**src/design/wndc_pkg.sv**
```systemverilog
// Shared types, widths and constants for the window neighbor density block.
package wndc_pkg;

	// Field widths
	localparam int POS_W   = 24;
	localparam int READ_W  = 16;
	localparam int RAD_W   = 16;
	localparam int CONF_W  = 7;
	localparam int COUNT_W = 7;
	localparam int CFG_IDX_W  = 8;
	localparam int CFG_DATA_W = 16;

	// Default history depth and register reset values
	localparam int WINDOW_DEF = 50;
	localparam logic [RAD_W-1:0] RADIUS_X_RST = 16'd384;
	localparam logic [RAD_W-1:0] RADIUS_Y_RST = 16'd15;

	// Percent scale
	localparam int PERCENT = 100;

	// Register indexes
	localparam logic [CFG_IDX_W-1:0] CFG_RADIUS_X = 8'd0;
	localparam logic [CFG_IDX_W-1:0] CFG_RADIUS_Y = 8'd1;

	typedef struct packed {
		logic signed [POS_W-1:0] position_x;
		logic [READ_W-1:0]       ceiling_reading;
	} in_t;

	typedef struct packed {
		logic [CONF_W-1:0]  confidence;
		logic [COUNT_W-1:0] neighbor_count;
	} out_t;

endpackage

```
**src/design/window_neighbor_density_confidence.sv**
```systemverilog
// Top level: history memory, scan sequencer and confidence scaling.
//
//  Channel | Signals                          | Beat
//  --------+----------------------------------+-------------------------------
//  in      | in_valid, in_ready, in_data      | one sensor point
//  out     | out_valid, out_ready, out_data   | confidence and neighbor count
//  cfg     | cfg_valid, cfg_ready, cfg_index, | one register write
//          | cfg_data                         |
//
// Per point, from accept to result: the single comparator reads one history
// entry per scan cycle from the memory for each of the fill points held (fill
// at most WINDOW; the scan is skipped with an empty history), ST_LAST drains the
// memory read register, ST_MUL1 and ST_MUL2 scale, and ST_DONE loads the output.
// in_ready is high only while the sequencer is idle; a result waiting in the
// output register does not block the next accept, only the next result.
// Reset clears the fill count and write slot and loads the radii reset values;
// history is read only where written. cfg writes are always taken.
module window_neighbor_density_confidence
	import wndc_pkg::*;
#(
	parameter int WINDOW = WINDOW_DEF
) (
	input  logic                  clk,
	input  logic                  arst_n,
	input  logic                  in_valid,
	output logic                  in_ready,
	input  in_t                   in_data,
	output logic                  out_valid,
	input  logic                  out_ready,
	output out_t                  out_data,
	input  logic                  cfg_valid,
	output logic                  cfg_ready,
	input  logic [CFG_IDX_W-1:0]  cfg_index,
	input  logic [CFG_DATA_W-1:0] cfg_data
);

	localparam int IDX_W  = (WINDOW > 1) ? $clog2(WINDOW) : 1;
	localparam int FILL_W = $clog2(WINDOW + 1);
	localparam int ENT_W  = POS_W + READ_W;
	// Product count*100 stays below 2^13
	localparam int PROD_W = 13;
	// Reciprocal of WINDOW, exact for every product below 2^PROD_W
	localparam int RECIP_SH = PROD_W + 7;
	localparam int RECIP_W  = RECIP_SH + 1;
	localparam logic [RECIP_W-1:0] RECIP_M =
		RECIP_W'(((64'd1 << RECIP_SH) + 64'(WINDOW) - 64'd1) / 64'(WINDOW));
	localparam int QF_W = PROD_W + RECIP_W;

	typedef enum logic [2:0] {
		ST_IDLE,
		ST_SCAN,
		ST_LAST,
		ST_MUL1,
		ST_MUL2,
		ST_DONE
	} state_t;

	state_t state_q;

	logic [RAD_W-1:0]        radius_x_q;
	logic [RAD_W-1:0]        radius_y_q;
	logic signed [POS_W-1:0] pos_q;
	logic [READ_W-1:0]       read_q;
	logic [IDX_W-1:0]        idx_q;
	logic [IDX_W-1:0]        slot_q;
	logic [FILL_W-1:0]       fill_q;
	logic [COUNT_W-1:0]      count_q;
	logic [PROD_W-1:0]       prod_q;
	logic [CONF_W-1:0]       conf_q;
	logic                    out_valid_q;
	out_t                    out_data_q;

	logic [ENT_W-1:0] mem_q [WINDOW];
	logic [ENT_W-1:0] rd_s1;
	logic             cmp_valid_s1;
	logic             hit;
	logic             mem_we;
	logic             in_acc;
	logic [QF_W-1:0]  quot_full;

	assign in_ready  = (state_q == ST_IDLE);
	assign in_acc    = in_valid && in_ready;
	assign cfg_ready = 1'b1;
	assign out_valid = out_valid_q;
	assign out_data  = out_data_q;
	assign mem_we    = (state_q == ST_MUL1);
	assign quot_full = QF_W'(prod_q) * QF_W'(RECIP_M);

	// Hold the radii
	always_ff @(posedge clk or negedge arst_n) begin
		if (!arst_n) begin
			radius_x_q <= RADIUS_X_RST;
			radius_y_q <= RADIUS_Y_RST;
		end else if (cfg_valid && cfg_ready) begin
			case (cfg_index)
				CFG_RADIUS_X: radius_x_q <= cfg_data;
				CFG_RADIUS_Y: radius_y_q <= cfg_data;
				default: ;
			endcase
		end
	end

	// History memory: write the new point, read one entry per scan cycle
	always_ff @(posedge clk) begin
		if (mem_we) begin
			mem_q[slot_q] <= {pos_q, read_q};
		end
		rd_s1 <= mem_q[idx_q];
	end

	wndc_near u_near (
		.cur_pos   (pos_q),
		.cur_read  (read_q),
		.hist_pos  (rd_s1[ENT_W-1:READ_W]),
		.hist_read (rd_s1[READ_W-1:0]),
		.radius_x  (radius_x_q),
		.radius_y  (radius_y_q),
		.hit       (hit)
	);

	// Sequencer, counters and output register
	always_ff @(posedge clk or negedge arst_n) begin
		if (!arst_n) begin
			state_q      <= ST_IDLE;
			idx_q        <= '0;
			slot_q       <= '0;
			fill_q       <= '0;
			count_q      <= '0;
			cmp_valid_s1 <= 1'b0;
			out_valid_q  <= 1'b0;
		end else begin
			// Load a new result, or drop the one just taken
			if (state_q == ST_DONE && (!out_valid_q || out_ready)) begin
				out_valid_q <= 1'b1;
			end else if (out_valid_q && out_ready) begin
				out_valid_q <= 1'b0;
			end
			// Count a neighbor for each compared entry that hits
			if (cmp_valid_s1 && hit) begin
				count_q <= count_q + COUNT_W'(1);
			end
			case (state_q)
				ST_IDLE: begin
					cmp_valid_s1 <= 1'b0;
					if (in_acc) begin
						count_q <= '0;
						idx_q   <= '0;
						state_q <= (fill_q == '0) ? ST_MUL1 : ST_SCAN;
					end
				end
				ST_SCAN: begin
					cmp_valid_s1 <= 1'b1;
					if (FILL_W'(idx_q) + FILL_W'(1) == fill_q) begin
						state_q <= ST_LAST;
					end else begin
						idx_q <= idx_q + IDX_W'(1);
					end
				end
				ST_LAST: begin
					cmp_valid_s1 <= 1'b0;
					state_q      <= ST_MUL1;
				end
				ST_MUL1: begin
					// Append the point and advance the slot
					if (slot_q == IDX_W'(WINDOW - 1)) begin
						slot_q <= '0;
					end else begin
						slot_q <= slot_q + IDX_W'(1);
					end
					if (fill_q != FILL_W'(WINDOW)) begin
						fill_q <= fill_q + FILL_W'(1);
					end
					state_q <= ST_MUL2;
				end
				ST_MUL2: begin
					state_q <= ST_DONE;
				end
				ST_DONE: begin
					if (!out_valid_q || out_ready) begin
						state_q <= ST_IDLE;
					end
				end
				default: begin
					state_q <= ST_IDLE;
				end
			endcase
		end
	end

	// Payload registers: latch the point, scale the count, load the result
	always_ff @(posedge clk) begin
		if (in_acc) begin
			pos_q  <= in_data.position_x;
			read_q <= in_data.ceiling_reading;
		end
		if (state_q == ST_MUL1) begin
			prod_q <= PROD_W'(14'(count_q) * 14'(PERCENT));
		end
		if (state_q == ST_MUL2) begin
			conf_q <= quot_full[RECIP_SH +: CONF_W];
		end
		if (state_q == ST_DONE && (!out_valid_q || out_ready)) begin
			out_data_q.confidence     <= conf_q;
			out_data_q.neighbor_count <= count_q;
		end
	end

`ifndef SYNTH
	a_fill_bound: assert property (@(posedge clk) disable iff (!arst_n)
		fill_q <= FILL_W'(WINDOW))
		else $error("fill count above window");

	a_slot_bound: assert property (@(posedge clk) disable iff (!arst_n)
		int'(slot_q) < WINDOW)
		else $error("write slot out of range");

	a_count_bound: assert property (@(posedge clk) disable iff (!arst_n)
		FILL_W'(count_q) <= fill_q || count_q == COUNT_W'(0))
		else $error("neighbor count above fill count");

	a_conf_bound: assert property (@(posedge clk) disable iff (!arst_n)
		out_valid |-> out_data.confidence <= CONF_W'(PERCENT))
		else $error("confidence above 100");

	a_busy_after_accept: assert property (@(posedge clk) disable iff (!arst_n)
		in_valid && in_ready |=> !in_ready)
		else $error("ready held after accept");
`endif

endmodule

```
**src/design/wndc_near.sv**
```systemverilog
// Neighborhood test: one stored point against the current point.
module wndc_near
	import wndc_pkg::*;
(
	input  logic signed [POS_W-1:0] cur_pos,
	input  logic [READ_W-1:0]       cur_read,
	input  logic signed [POS_W-1:0] hist_pos,
	input  logic [READ_W-1:0]       hist_read,
	input  logic [RAD_W-1:0]        radius_x,
	input  logic [RAD_W-1:0]        radius_y,
	output logic                    hit
);

	logic signed [POS_W:0] pos_diff;
	logic [POS_W:0]        pos_abs;
	logic signed [READ_W:0] read_diff;
	logic [READ_W:0]        read_abs;

	// Form distances at full precision
	always_comb begin
		pos_diff  = {hist_pos[POS_W-1], hist_pos} - {cur_pos[POS_W-1], cur_pos};
		pos_abs   = pos_diff[POS_W] ? (POS_W+1)'(-pos_diff) : pos_diff;
		read_diff = $signed({1'b0, hist_read}) - $signed({1'b0, cur_read});
		read_abs  = read_diff[READ_W] ? (READ_W+1)'(-read_diff) : read_diff;
	end

	// Both bounds inclusive
	assign hit = (pos_abs <= (POS_W+1)'(radius_x)) && (read_abs <= (READ_W+1)'(radius_y));

endmodule
```
**config.mk**
```make
export PLATFORM = sky130hd
export DESIGN_NAME = window_neighbor_density_confidence
export DESIGN_NICKNAME = d
export VERILOG_FILES = /design/src/design/wndc_pkg.sv /design/src/design/window_neighbor_density_confidence.sv /design/src/design/wndc_near.sv
export SDC_FILE = /design/constraint.sdc
export NUM_CORES = 2
export LEC_CHECK = 0
export ABC_CLOCK_PERIOD_IN_PS = 5800
export BUFFER_PORTS_ARGS = -buffer_cell sky130_fd_sc_hd__buf_4
export CAP_MARGIN = 20
export CORE_UTILIZATION = 45
export DETAILED_ROUTE_END_ITERATION = 10
export PLACE_DENSITY = 0.72
export SKIP_LAST_GASP = 1
export SLEW_MARGIN = 20
export SYNTH_ARGS = -nofsm -noshare
export SYNTH_HDL_FRONTEND = slang
export SYNTH_SLANG_ARGS = --single-unit
```
**constraint.sdc**
```tcl
create_clock -name clk -period 5.8 [get_ports clk]
set_input_delay 0.58 -clock clk [delete_from_list [all_inputs] [get_ports clk]]
set_output_delay 0.58 -clock clk [all_outputs]
set_load 0.1 [all_outputs]
```
* After elaboration in Yosys (flattened, before gate mapping) *
Memory sizes are Yosys's and may differ from the RTL's. A register that Yosys moved wholly into a read port is not among the register bits.
Index checks and enable logic that the tools add are counted.

storage, ports and cells
  register bits = 134
  bits in writable memories = 2000
  word-level logic and storage cells = 79
  memories = 1

operators by class
  $add $sub $neg = 8
  $mul = 2
  magnitude comparators = 2
  equal/unequal tests = 13
  muxes and demuxes = 19
  reductions and logical operators = 19

memories
  memory  depth  width  read ports  clocked after memory_dff  wr ports  line                                      source
  mem_q   50     40     1           1                         1         window_neighbor_density_confidence.sv:73  logic [ENT_W-1:0] mem_q [WINDOW];

operators with widths
  cell                                                                   number
  25-bit by 16-bit less-or-equal comparator with 1-bit output            1
  25-bit two-way mux                                                     1
  25-bit negation                                                        1
  24-bit by 24-bit subtractor with 25-bit output                         1
  11-bit by 13-bit multiplier with 23-bit output, second input constant  1
  7-bit two-way mux                                                      3
  6-bit by 1-bit adder with 6-bit output, second input constant          3
  6-bit two-way mux                                                      3
  3-bit one-hot mux with 6 select lines                                  1
  17-bit by 16-bit less-or-equal comparator with 1-bit output            1
  17-bit two-way mux                                                     1
  17-bit negation                                                        1
  16-bit by 16-bit subtractor with 17-bit output                         1
  6-bit one-hot mux with 2 select lines                                  1
  7-bit by 5-bit multiplier with 11-bit output, second input constant    1
  3-bit two-way mux                                                      3
  8-bit by 1-bit == test with 1-bit output, second input constant        1
  8-bit zero test                                                        1
  7-bit by 1-bit adder with 7-bit output, second input constant          1
  3-bit by 2-bit == test with 1-bit output, second input constant        2
  3-bit == test, second input constant                                   2
  6-bit == test                                                          1
  6-bit == test, second input constant                                   1
  6-bit zero test                                                        1
  15 further kinds                                                       29

* Logic depth before layout (Yosys ltp) *
  depth in word-level cells = 9
  depth in mapped cells = 24
  depth with buffers taken out = 24

* Hierarchy *
A second synthesis with hierarchy kept.

second synthesis, totals
  cells, all modules = 4720
  area total of the unflattened synthesis = 89104.2 um2

modules (own cells, without submodules)
  module                              times used  cells an instance  area an instance (um2)  seq. area each (um2)
  window_neighbor_density_confidence  1           4098               84931.5                 64579.4
  wndc_near                           1           622                4172.8                  0.0

* Least setup slack after synthesis *
Ideal clock, no wire load.

  kind = register -> register
  start = register pos_q[0]
  end = register count_q[0]
  library setup time = 79 ps
  data arrival time = 5653 ps
  data required time = 5721 ps
  setup slack = 68 ps
  stages on the path, launching flop included = 23
  path buffers = 1
  clock period less this slack = 5732 ps
  path through = edfxtp_1 -> ha_1 -> fa_1 -> nand2b_1 -> a21o_1 -> a311o_1 -> o211a_1 -> nor3_1 -> or2_2 -> clkbuf_1 -> a21oi_1 -> xnor2_1 -> ha_1 -> a21o_1 -> a21o_1 -> a211o_1 -> a221o_1 -> a21oi_1 -> a21oi_1 -> nor2_1 -> o2111ai_2 -> nor4_4 -> mux2i_1

on the way
  longest elaborated chain between the ends = 9

ends and longest elaborated chain
  element                                                        line                                       source
  start, declared                                                window_neighbor_density_confidence.sv:62   logic signed [POS_W-1:0] pos_q;
  start signal, assigned                                         window_neighbor_density_confidence.sv:193  pos_q <= in_data.position_x;
  24-bit by 24-bit subtractor with 25-bit output *               wndc_near.sv:21                            pos_diff = {hist_pos[POS_W-1], hist_pos} - {cur_pos[POS_W-1], cur_pos};
  25-bit negation                                                wndc_near.sv:22                            pos_abs = pos_diff[POS_W] ? (POS_W+1)'(-pos_diff) : pos_diff;
  25-bit two-way mux *                                           wndc_near.sv:22
  25-bit by 16-bit less-or-equal comparator with 1-bit output *  wndc_near.sv:28                            assign hit = (pos_abs <= (POS_W+1)'(radius_x)) && (read_abs <= (READ_W+1)'(radius_y));
  1-bit logical AND *                                            wndc_near.sv:28
  1-bit logical AND *                                            window_neighbor_density_confidence.sv:139  if (cmp_valid_s1 && hit) begin
  7-bit two-way mux *                                            window_neighbor_density_confidence.sv:139
  7-bit two-way mux                                              window_neighbor_density_confidence.sv:145  if (in_acc) begin
  7-bit two-way mux *                                            window_neighbor_density_confidence.sv:142  case (state_q)
  end signal, assigned                                           window_neighbor_density_confidence.sv:140  count_q <= count_q + COUNT_W'(1);
  end, declared                                                  window_neighbor_density_confidence.sv:67   logic [COUNT_W-1:0] count_q;

Mark *: on every way between the ends. The rest lies on a longest branch, timed or not.
A chain may end at the register's enable or synchronous reset.

* Final worst setup path *
Same ends and word-level chain as after synthesis.

==> results.json <==
{
  "max_freq_ghz": 0.1816,
  "synthesis.nets": 5082,
  "numClockSinks": 2174,
  "cts_tree": "done",
  "fillers": 15400,
  "p_leak_nw": 33.48,
  "async_flop_share_pct": 2.852,
  "slew_viol_final": 0,
  "yosys.cell_types.count": 94,
  "ys_top_cells_by_area": "edfxtp_1 70%, mux4_2 10%, mux2i_1 2.8%",
  "grt_first_pass_wirelength_um": 338700,
  "hold_violations": 0,
  "rr_worst_depth": 21,
  "place_ws_ns": 0.03423,
  "r2r_slack_ns": 0.29,
  "grt_max_degree": 119,
  "peakVddDrop_mv": 0.3956,
  "comb_power_share_pct": 33.6,
  "crit_path_cell_trace": "ha_1 -> fa_1 -> nand2b_1 -> a21o_1 -> a311o_2 -> o211a_4 -> nor3_4 -> or2_4 -> a21oi_1 -> xnor2_1 -> ha_1 -> a21o_1 -> a21o_1 -> a211o_1 -> a221o_1 -> a21oi_1 -> a21oi_1 -> nor2_1 -> o2111ai_4 -> nor4_4 -> mux2i_1",
  "critPathBufInv": 0,
  "place.gp.congestion": 0.8926,
  "finalNetCount": 5357,
  "die-area_mm2": 0.2007,
  "rows": 163,
  "critPathLaunch": "pos_q[0]$_DFFE_PP_",
  "holdPathStages": 1,
  "ys_seq_area_share_pct": 72.15,
  "first_iter_violations": 6636,
  "gr-usage-all-layers_pct": 23.76,
  "sw_frac_of_total_pct": 32.43,
  "synth_seq_cells": 2174,
  "h-tree-depth": 4,
  "synth_top_area_share_pct": 69.52,
  "grt_pass1_vias": 46900,
  "fp.dieH_um": 448.0,
  "p_total_mw": 48.61,
  "cp.depth": 21,
  "hold_ws_ns": 0.02040,
  "critPathRequiredTime_ns": 6.51,
  "seq_area_mm2": 0.06460,
  "antenna_left": 0,
  "numPortBuffers": 84,
  "crit_arrival_ns": 6.22,
  "clkTransAtPathRegs_ns": 0.07,
  "antenna_found_initial": 20,
  "grt_setup_unrepaired": "false",
  "cp_top_family": "compound AO/OA/AOI/OAI gates",
  "drive_gt1_share_pct": 22.73,
  "r2r_start": "pos_q[0]$_DFFE_PP_",
  "drc": 0,
  "finalWorstSetupSlack_ns": 0.2942,
  "switchingPower_mw": 15.76,
  "sequentialPowerShare_pct": 38.8,
  "vias": 48090,
  "critPathSlowestCell": "fa_1",
  "die_w_um": 448.0,
  "ys.flop_type": "edfxtp_1",
  "drt-total-wl_um": 237800,
  "fin_crit_sh_pct": 94.93,
  "via_per_inst": 6.099,
  "intPower_mw": 32.85,
  "max_cap_viol_count": 0,
  "start_util_pct": 45.34,
  "multi_input_area_mm2": 0.02391,
  "hp-class": "input port to register",
  "critPathKind": "register to register",
  "synth_area_leader_cell": "edfxtp_1",
  "clk_latency_ns": 0.86,
  "cts-root-buf": "clkbuf_16",
  "synth.avg_cell_area_um2": 18.69,
  "utilization_pct": 51.75,
  "synth-edff-count": 2072,
  "power_density_mw_per_mm2": 475.9,
  "synth_warnings": 0,
  "rr_endpoint": "count_q[0]$_DFF_PN0_",
  "io_pins": 86,
  "grt-ovfl-total": 0,
  "crit_fanout": 6,
  "syn2layout_area_growth_pct": 14.14,
  "coreArea_mm2": 0.1974,
  "finalSetupTns_ns": 0,
  "cts-buffers-inserted": 206,
  "dpl.hpwl_um": 139900,
  "cp-start-kind": "register",
  "tightest_slew_ns": 1.143,
  "endpoint_kind": "register",
  "clock_power_share_pct": 27.6,
  "skew_ns": 0.07980,
  "setup_violations": 0,
  "max_slew_margin_pct": 23.67,
  "wl_per_cell_um": 30.16,
  "syn_inst": 4790,
  "critPathMaxStageDelay_ns": 0.42,
  "cp-endpoint": "count_q[0]$_DFF_PN0_",
  "dr.pass1.iters": 6,
  "min_period_ns": 5.506,
  "outcome": "finished clean",
  "syn-cell-area_mm2": 0.08950,
  "clockBufferDepth": 3
}
flip-flops by register name (all words and copies together), names as in the netlist, 3 cells and up:
register and flops:
radius_y_q 16, mem_q 2000, slot_q 6, conf_q 7, out_data 14, pos_q 24
radius_x_q 16, idx_q 6, prod_q 11, state_q 3, read_q 16, count_q 7
fill_q 6, rd_s1 40
cells in the final DEF, fill, tap and decap left out, types with 128 or more instances in the layout:
cell	synthesis	routed
edfxtp_1	2072	2072
mux4_2	400	400
mux2i_1	251	251
a21oi_1	218	218
clkbuf_16	0	207
buf_4	1	197
ha_1	180	180
inv_1	165	164
nand2_1	157	156
mux2_2	142	142
o21ai_0	128	128
worst min path at each step:
stage                              startpoint  slack (ns)                  endpoint
final                              in_data[3]        0.02       read_q[3]$_DFFE_PP_
after global routing               in_data[1]       0.005       read_q[1]$_DFFE_PP_
after CTS                         in_data[39]      0.0004       pos_q[23]$_DFFE_PP_
after detailed placement  conf_q[1]$_DFFE_PP_        0.41     out_data[8]$_DFFE_PP_
after global placement    conf_q[1]$_DFFE_PP_        0.40     out_data[8]$_DFFE_PP_
after floorplan                        arst_n        0.28  cmp_valid_s1$_DFFE_PN0P_
layer usage:
metal / share of wire, % / GRT usage [%] / up-vias
met2: 45 / 35.88 / 2652
li1: - / - / 19950
met4: 3.6 / 8.202 / 20
met1: 40 / 33.83 / 25010
met3: 11 / 5.745 / 453
met5: 0.058 / 0 / -
cells in the mapped netlist, drive strengths merged, types with 30 or more instances:
cell	number
o22ai	83
o221ai	81
edfxtp	2072
ha	180
o21ai	135
clkbuf	164
nor2	120
nand2	157
a21oi	219
dfxtp	40
mux2	142
buf	64
dfrtp	56
fa	43
inv	166
a21o	30
xnor2	54
mux4	400
mux2i	251
worst reg2reg max path: cells and delay by family (launching register included):
| kind | cells | cell delay [ns] |
|---|---|---|
| AO/OA/AOI/OAI | 11 | 2.49 |
| XOR/XNOR | 1 | 0.23 |
| adder cells (fa/ha/maj) | 3 | 0.94 |
| flip-flops | 1 | 0.39 |
| multiplexers | 1 | 0.23 |
| AND/OR/NAND/NOR | 5 | 1.10 |
final cells by class:
| type | count | share of cell area (%) |
|---|---|---|
| Sequential cell | 2174 | 63.23 |
| Multi-Input combinational cell | 2222 | 23.41 |
| Clock buffer | 268 | 5.393 |
| Tap cell | 2640 | 3.233 |
| Timing Repair Buffer | 295 | 2.904 |
| Clock inverter | 115 | 1.209 |
| Inverter | 166 | 0.6099 |
| Antenna cell | 4 | 0.009798 |
power by group through the flow:
stage	Combinational, mW	Sequential (mW)	Clock [mW]
floorplan	11.5	19.3	0
global placement	15.8	19.1	0
detailed placement	16.1	19.2	0
global route	17.9	18.9	14.1
CTS	16.2	18.8	13.5
finish	16.4	18.8	13.4
through the flow:
step	area [um^2]	cells
finish	102200	7884
global route	102200	7881
CTS	102000	7874
detailed placement	94750	7443
global placement	94720	7442
floorplan	89500	4790
kinds of logic after synthesis:
group | share of synthesized area [%]
flip-flops | 72.15
multiplexers | 14.66
AO/OA/AOI/OAI | 4.620
AND/OR/NAND/NOR | 2.632
buffers and inverters | 1.659
adder cells (fa/ha/maj) | 3.478
XOR/XNOR | 0.7926
other | 0.004190
timing repair:
item / 4_1_cts / 5_1_grt
pin swaps: 0 / 10
endpoints found under the hold margin: 109 / 0
gates resized for setup: 2 / 12
endpoints found under the setup margin: 6 / 7
hold buffers: 48 / 0
setup buffers: 0 / 4
(Power assumes the default switching activity.)
